**src/assert_macros.svh**
```systemverilog
// concurrent assertion helpers, compiled out for synthesis
`ifndef ASSERT_MACROS_SVH
`define ASSERT_MACROS_SVH

`ifndef SYNTHESIS

`define ASSERT_PROP(label, clk, rst_n, prop) \
    label: assert property (@(posedge clk) disable iff (!rst_n) prop) \
        else $error("assertion failed: label");

`define ASSERT_NEVER(label, clk, rst_n, expr) \
    label: assert property (@(posedge clk) disable iff (!rst_n) !(expr)) \
        else $error("forbidden condition: label");

`else

`define ASSERT_PROP(label, clk, rst_n, prop)

`define ASSERT_NEVER(label, clk, rst_n, expr)

`endif

`endif

```
**src/qia_pkg.sv**
```systemverilog
`timescale 1ns / 1ps
`default_nettype none

package qia_pkg;

    // raw column width: holds products up to 144 with carries of about +-50
    localparam int COL_W = 10;

    // columns normalized per pipeline stage (four per carry chain)
    localparam int COLS_PER_STAGE = 8;

    typedef enum logic [1:0] {
        KIND_ADD = 2'd0,
        KIND_SUB = 2'd1,
        KIND_MUL = 2'd2
    } kind_t;

    // carries waiting for the column two places up, one per parity chain
    typedef struct packed {
        logic [COL_W-1:0] c_even;
        logic [COL_W-1:0] c_odd;
        logic             ovf;
    } carry_t;

    function automatic logic [3:0] digit_mul(input logic [1:0] x, input logic [1:0] y);
        digit_mul = {2'b00, x} * {2'b00, y};
    endfunction

endpackage

`default_nettype wire

```
**src/quater_imaginary_alu_unit.sv**
```systemverilog
// quater-imaginary (base 2i) add / subtract / multiply unit
//
// input transaction: kind, operand_a, operand_b (16 packed 2-bit digits each),
// taken when in_valid is high and in_stall is low. output transaction:
// result_digits (2*OPERAND_DIGITS digits) and overflow, taken when out_valid is
// high and out_stall is low.
//
// pipeline: input register, column register (sums, differences or product
// columns), then one register per 8 columns of carry normalization. the carry
// into a column comes from two places below, so each stage runs two chains of
// four steps. with 16 digits that is 6 register stages.
// throughput is one transaction per cycle while out_stall stays low.
//
// out_stall against a waiting result freezes the whole pipeline in place;
// in_stall is high exactly while that result waits at the output. reset clears
// all valid flags, so no result is presented until a new transaction arrives.
`timescale 1ns / 1ps
`default_nettype none
`include "assert_macros.svh"

module quater_imaginary_alu_unit #(
    parameter int OPERAND_DIGITS = 16
) (
    input  wire logic        clk,
    input  wire logic        rst_n,
    input  wire logic        in_valid,
    output logic             in_stall,
    input  wire logic [1:0]  kind,
    input  wire logic [31:0] operand_a,
    input  wire logic [31:0] operand_b,
    output logic             out_valid,
    input  wire logic        out_stall,
    output logic [63:0]      result_digits,
    output logic             overflow
);

    localparam int NC   = 2 * OPERAND_DIGITS;
    localparam int NSTG = (NC + qia_pkg::COLS_PER_STAGE - 1) / qia_pkg::COLS_PER_STAGE;

    logic                            adv;
    logic [NSTG+1:0]                 vld_reg;
    logic [1:0]                      kind_reg;
    logic [31:0]                     a_reg;
    logic [31:0]                     b_reg;
    logic [NC-1:0][qia_pkg::COL_W-1:0] cols_next;
    logic [NSTG:0][NC-1:0][qia_pkg::COL_W-1:0] col_reg;
    qia_pkg::carry_t [NSTG:0]        carry_reg;
    logic [NSTG-1:0][NC-1:0][qia_pkg::COL_W-1:0] col_next;
    qia_pkg::carry_t [NSTG-1:0]      carry_next;
    logic                            hi_bits_set;

    // pipeline moves whenever the output slot is empty or being taken
    assign adv       = !vld_reg[NSTG+1] || !out_stall;
    assign in_stall  = !adv;
    assign out_valid = vld_reg[NSTG+1];
    assign overflow  = carry_reg[NSTG].ovf;

    always_ff @(posedge clk or negedge rst_n)
    begin
        if (!rst_n)
        begin
            vld_reg <= '0;
        end
        else if (adv)
        begin
            vld_reg <= {vld_reg[NSTG:0], in_valid};
        end
    end

    always_ff @(posedge clk)
    begin
        if (adv)
        begin
            kind_reg     <= kind;
            a_reg        <= operand_a;
            b_reg        <= operand_b;
            col_reg[0]   <= cols_next;
            carry_reg[0] <= '0;
            col_reg[NSTG:1]   <= col_next;
            carry_reg[NSTG:1] <= carry_next;
        end
    end

    qia_columns #(
        .ND (OPERAND_DIGITS)
    ) u_columns (
        .kind      (kind_reg),
        .operand_a (a_reg),
        .operand_b (b_reg),
        .cols      (cols_next)
    );

    for (genvar s = 0; s < NSTG; s++)
    begin : g_norm
        qia_norm #(
            .NC   (NC),
            .BASE (s * qia_pkg::COLS_PER_STAGE)
        ) u_norm (
            .col_in    (col_reg[s]),
            .carry_in  (carry_reg[s]),
            .col_out   (col_next[s]),
            .carry_out (carry_next[s])
        );
    end

    always_comb
    begin
        result_digits = '0;
        hi_bits_set   = 1'b0;
        for (int i = 0; i < NC; i++)
        begin
            result_digits[2*i +: 2] = col_reg[NSTG][i][1:0];
            hi_bits_set = hi_bits_set || (col_reg[NSTG][i][qia_pkg::COL_W-1:2] != '0);
        end
    end

    // a frozen pipeline keeps every stage's occupancy
    `ASSERT_PROP(a_freeze_holds, clk, rst_n, !adv |=> $stable(vld_reg))
    // an accepted transaction lands in the input register
    `ASSERT_PROP(a_accept_loads, clk, rst_n, (in_valid && !in_stall) |=> vld_reg[0])
    // every output column has been reduced to a single digit
    `ASSERT_NEVER(a_digits_reduced, clk, rst_n, out_valid && hi_bits_set)
    // a fresh result comes from the stage below it
    `ASSERT_PROP(a_out_source, clk, rst_n, $rose(out_valid) |-> $past(vld_reg[NSTG]))

endmodule

`default_nettype wire

```
**src/qia_columns.sv**
```systemverilog
`timescale 1ns / 1ps
`default_nettype none

module qia_columns #(
    parameter int ND = 16
) (
    input  wire logic [1:0]                          kind,
    input  wire logic [31:0]                         operand_a,
    input  wire logic [31:0]                         operand_b,
    output logic      [2*ND-1:0][qia_pkg::COL_W-1:0] cols
);

    localparam int NC = 2 * ND;

    always_comb
    begin
        for (int k = 0; k < NC; k++)
        begin
            cols[k] = '0;
        end
        unique case (qia_pkg::kind_t'(kind))
            qia_pkg::KIND_ADD:
            begin
                for (int i = 0; i < ND; i++)
                begin
                    cols[i] = qia_pkg::COL_W'(operand_a[2*i +: 2])
                            + qia_pkg::COL_W'(operand_b[2*i +: 2]);
                end
            end
            qia_pkg::KIND_SUB:
            begin
                for (int i = 0; i < ND; i++)
                begin
                    cols[i] = qia_pkg::COL_W'(operand_a[2*i +: 2])
                            - qia_pkg::COL_W'(operand_b[2*i +: 2]);
                end
            end
            qia_pkg::KIND_MUL:
            begin
                // schoolbook columns, each a sum of at most ND 4-bit products
                for (int i = 0; i < ND; i++)
                begin
                    for (int j = 0; j < ND; j++)
                    begin
                        cols[i+j] = cols[i+j] + qia_pkg::COL_W'(
                            qia_pkg::digit_mul(operand_a[2*j +: 2], operand_b[2*i +: 2]));
                    end
                end
            end
            default:
            begin
                // unused opcode leaves all columns zero
                for (int k = 0; k < NC; k++)
                begin
                    cols[k] = '0;
                end
            end
        endcase
    end

endmodule

`default_nettype wire

```
**src/qia_norm.sv**
```systemverilog
`timescale 1ns / 1ps
`default_nettype none

module qia_norm #(
    parameter int NC   = 32,
    parameter int BASE = 0
) (
    input  wire logic [NC-1:0][qia_pkg::COL_W-1:0] col_in,
    input  wire qia_pkg::carry_t                   carry_in,
    output logic      [NC-1:0][qia_pkg::COL_W-1:0] col_out,
    output qia_pkg::carry_t                        carry_out
);

    always_comb
    begin
        logic signed [qia_pkg::COL_W-1:0] v;
        logic signed [qia_pkg::COL_W-1:0] c;
        logic signed [qia_pkg::COL_W-1:0] pend_e;
        logic signed [qia_pkg::COL_W-1:0] pend_o;
        logic                             ovf;

        col_out = col_in;
        pend_e  = $signed(carry_in.c_even);
        pend_o  = $signed(carry_in.c_odd);
        ovf     = carry_in.ovf;
        v       = '0;
        c       = '0;
        for (int k = 0; k < qia_pkg::COLS_PER_STAGE; k++)
        begin
            if (BASE + k < NC)
            begin
                // BASE is a multiple of the stage width, so k gives the parity
                if ((k % 2) == 0)
                begin
                    v      = $signed(col_in[BASE+k]) - pend_e;
                    c      = v >>> 2;
                    pend_e = c;
                end
                else
                begin
                    v      = $signed(col_in[BASE+k]) - pend_o;
                    c      = v >>> 2;
                    pend_o = c;
                end
                col_out[BASE+k] = {{(qia_pkg::COL_W-2){1'b0}}, v[1:0]};
                if ((BASE + k + 2 >= NC) && (c != '0))
                begin
                    ovf = 1'b1;
                end
            end
        end
        carry_out.c_even = pend_e;
        carry_out.c_odd  = pend_o;
        carry_out.ovf    = ovf;
    end

endmodule

`default_nettype wire

```
**config.mk**
```make
export PLATFORM = sky130hd
export DESIGN_NAME = quater_imaginary_alu_unit
export DESIGN_NICKNAME = d
export VERILOG_FILES = /design/src/qia_pkg.sv /design/src/quater_imaginary_alu_unit.sv /design/src/qia_columns.sv /design/src/qia_norm.sv
export VERILOG_INCLUDE_DIRS = /design/src /design/src/src
export SDC_FILE = /design/constraint.sdc
export NUM_CORES = 2
export LEC_CHECK = 0
export ABC_AREA = 1
export CAP_MARGIN = 15
export CORE_MARGIN = 2
export CORE_UTILIZATION = 50
export DETAILED_ROUTE_END_ITERATION = 10
export DONT_BUFFER_PORTS = 1
export PLACE_DENSITY = 0.61
export SETUP_SLACK_MARGIN = 0.05
export SYNTH_ARGS = -nofsm -noshare
export SYNTH_HDL_FRONTEND = slang
export SYNTH_HIERARCHICAL = 1
export SYNTH_SLANG_ARGS = --single-unit
```
**constraint.sdc**
```tcl
create_clock -name clk -period 17.7 [get_ports clk]
set_clock_uncertainty 0.15 [all_clocks]
set_input_delay 1.77 -clock clk [delete_from_list [all_inputs] [get_ports clk]]
set_output_delay 1.77 -clock clk [all_outputs]
set_load 0.02 [all_outputs]
```
### Yosys cells after proc, flatten, opt, wreduce, memory -nomap -nowiden

Index checks and enable logic that the tools add are counted.
W data, S select, Z words.

| storage, ports and cells | value |
|---|---|
| bits in registers | 1041 |
| word-level logic and storage cells | 722 |
| output and inout bits | 67 |
| bits of input ports | 70 |

| cells by class | value |
|---|---|
| reductions and logical operators | 8 |
| mux-type cells | 1 |
| equality and inequality tests | 2 |
| add/sub/neg operators | 287 |
| multiply operators | 256 |

Operators by type and width:

| cell | count |
|---|---|
| $add A10 B4 Y10 | 196 |
| $mul A2 B2 Y4 | 256 |
| $pmux W160 S3 | 1 |
| $sub A10 B8 Y10 | 29 |
| $add A4 B4 Y5 | 29 |
| $add A2 B2 Y3 | 16 |
| $sub A2 B2 Y3 | 16 |
| $reduce_bool A10 Y1 | 2 |
| $sub A1 B8 Y9 const A | 1 |
| $logic_not A1 Y1 | 3 |
| $eq A2 B1 Y1 const B | 1 |
| $eq A2 B2 Y1 const B | 1 |
| $logic_not A2 Y1 | 1 |
| $reduce_or A2 Y1 | 1 |
| $logic_or A1 B1 Y1 | 1 |

### Logic depth before layout (Yosys ltp)

| depth | value |
|---|---|
| depth after elaboration | 17 |
| depth in mapped cells | 35 |
| depth with buffers taken out | 35 |

### Hierarchy

Netlist, hierarchy kept.

By module, submodules not included:

| module | cells each | times used | sequential area each (um^2) | area each (um^2) |
|---|---|---|---|---|
| quater_imaginary_alu_unit | 1564 | 1 | 44412.6 | 44981.9 |
| qia_columns | 5438 | 1 | 0.0 | 41048.1 |
| qia_norm (g_norm[0].u_norm ...) | 809 | 2 | 0.0 | 5758.0 |
| qia_norm (g_norm[2].u_norm) | 807 | 1 | 0.0 | 5684.2 |
| qia_norm (g_norm[3].u_norm) | 822 | 1 | 0.0 | 5646.7 |

### Worst setup path before layout

OpenSTA, ideal clock, no wires.

| path | value |
|---|---|
| path kind | input to output |
| start point | input out_stall |
| end point | output in_stall |
| data required time | 15780 ps |
| buffers on the path | 0 |
| stages on the path | 2 |
| data arrival time | 13346 ps |
| slack | 2434 ps |
| path through | nand2_4 -> inv_1 |

| on the way | value |
|---|---|
| longest elaborated chain between the ends | 3 |

RTL lines:

| what | line | text |
|---|---|---|
| start: declaration | quater_imaginary_alu_unit.sv:32 | `input wire logic out_stall,` |
| $logic_not A1 Y1 | quater_imaginary_alu_unit.sv:53 | `assign adv = !vld_reg[NSTG+1] \|\| !out_stall;` |
| $logic_or A1 B1 Y1 | quater_imaginary_alu_unit.sv:53 |  |
| $logic_not A1 Y1 | quater_imaginary_alu_unit.sv:54 | `assign in_stall = !adv;` |
| end: declaration | quater_imaginary_alu_unit.sv:27 | `output logic in_stall,` |

Every way passes these cells.

==> results.cfg <==
[routing]
num_vias = 55000
drt_first_pass_iters = 6
avgRoutedWirePerCell_um = 18.8
drcViolationCount = 0
viasPerCell = 4.94
routed_wl_um = 209000
antenna_left = 0
drt_iter0_drc = 3758

[cts]
clock_sinks = 1096
ctsResizeCount = 0
cts_buffer_depth = 3
cts_setup_buffers = 0
holdBufCountCts = 0
clk_latency_ns = 0.80
cts-root-buf = clkbuf_16
cts_made_buffers = 130
cts_tree = done
path_clk_slew_ns = 0.06
htreeDepth = 4

[worst_setup_path]
crit_chain = buf_4, nand2_1, fa_1, fa_1, fa_1, inv_1, fa_1, fa_1, fa_1, inv_1, fa_1, fa_1, inv_1, ha_1, inv_1, fa_1, inv_1, nand3_1, a21oi_1, nor2_1, nand2_1, nand2_1
cp_top_family = adder cells
cp.required_ns = 18.09
regToRegEndpoint = col_reg[156]
end_kind = flop
critPathMaxStageDelay_ns = 0.76
r2r_start = b_reg[23]
path_max_fanout = 24
r2r_setup_slack_ns = 10.62
crit_type = reg -> reg
cpMostUsedCell = fa_1
cp_num_cells = 22
path_buf_inv = 6
reg2reg_depth = 22
endpoint = col_reg[156]
worstPathArrival_ns = 7.47
startpoint = b_reg[23]
crit_slowest_cell = edfxtp_1
crit_path_start_kind = flop

[sta]
drv_slew = 0
hold_violations = 0
max_slew_margin_pct = 21.8
worst_pin_slew_ns = 1.17
hold_ws_ns = 0.244
setup_total_negative_slack_ns = 0
min_period_ns = 7.08
finalSetupViolations = 0
max_clock_freq_ghz = 0.141
rsz0062_at_grt = no
fin_crit_sh_pct = 40.0

[floorplanning]
pin_count = 137
start_util_pct = 50.4
fp.dieH_um = 434
rows = 157
die_w_um = 434
fp.dieArea_mm2 = 0.188
coreArea_mm2 = 0.183

[global_routing]
grt_pass1_wl_um = 324000
grt_max_degree = 192
grt_use_total_pct = 22.8
antenna_found_initial = 26
grt-ovfl-total = 0
grt_pass1_vias = 56800

[cells_and_area]
multiInputGateArea_mm2 = 0.0448
fillers = 16400
design_area_mm2 = 0.0946
largest_register_ffs = 896
fin_util_pct = 51.6
seqCellArea_mm2 = 0.0329
drive_gt1_share_pct = 6.59
syn2layout_area_growth_pct = 2.30
nets = 10500

[place]
placed_area_mm2 = 0.0901
dp_hpwl_um = 152000
finalWeightedCongestion = 0.874
numPortBuffers = 0

[worst_hold_path]
worstHoldPathCells = 0
min-delay-path-class = reg -> reg

[logic_synthesis]
netlist_area_mm2 = 0.0925
synth_area_per_cell_um2 = 10.0
synthCells = 9211
yosysWarningCount = 6

[status]
status = finished, final reports clean

[job]
max_cap_violations = 0
[layer usage]
layer  track usage, %  up-vias  part of all wire, %
met5                0        -                0.046
met4             8.45       18                  3.8
met3             3.59      420                  6.1
met2             38.7     1510                   48
met1             29.6    26800                   42
li1                 -    26200                    -
[metrics by stage]
step / setup WS, ns / cells
6_report: 10.62 / 11100
5_1_grt: 10.30 / 11100
4_1_cts: 10.65 / 11100
3_5_place_dp: 10.64 / 10900
3_3_place_gp: 10.65 / 10900
2_1_floorplan: 5.39 / 9285
[cell type report]
class,instances,share of cell area (%)
Multi-Input combinational cell,4941,47.4
Sequential cell,1096,34.8
Inverter,2286,9.07
Clock buffer,146,3.52
Tap cell,2464,3.26
Clock inverter,89,1.17
Timing Repair Buffer,94,0.799
Antenna cell,8,0.0212
[cells in the final DEF, fill, tap and decap left out, types with 9 or more instances in the layout]
cell,instances
and2_1,13
bufinv_16,14
nand3_2,39
fa_1,816
o21bai_1,40
xnor2_1,108
a21o_1,10
nand3_4,12
nand2_4,52
nand2_2,97
o211ai_1,24
a211oi_1,9
o21ai_1,10
inv_1,2262
clkinv_2,16
nand2_1,1562
a21oi_1,253
buf_4,90
conb_1,76
inv_2,22
nand3_1,193
a31oi_1,23
clkbuf_1,15
nand4_1,24
clkinv_1,21
ha_1,1032
clkbuf_16,131
clkinvlp_4,11
xor2_1,137
nor2_1,176
o21ai_0,160
edfxtp_1,1090
[worst min-delay path by stage]
stage / to / startpoint
after floorplan: vld_reg[5] / vld_reg[4]
after global placement: col_reg[616] / col_reg[296]
after detailed placement: col_reg[1001] / col_reg[681]
after CTS: col_reg[515] / col_reg[195]
after global routing: col_reg[515] / col_reg[195]
final: col_reg[913] / col_reg[593]
Power is left out: the tool's default activity adds up to more than one toggle a clock period on the data nets, which glitch-free logic cannot reach.
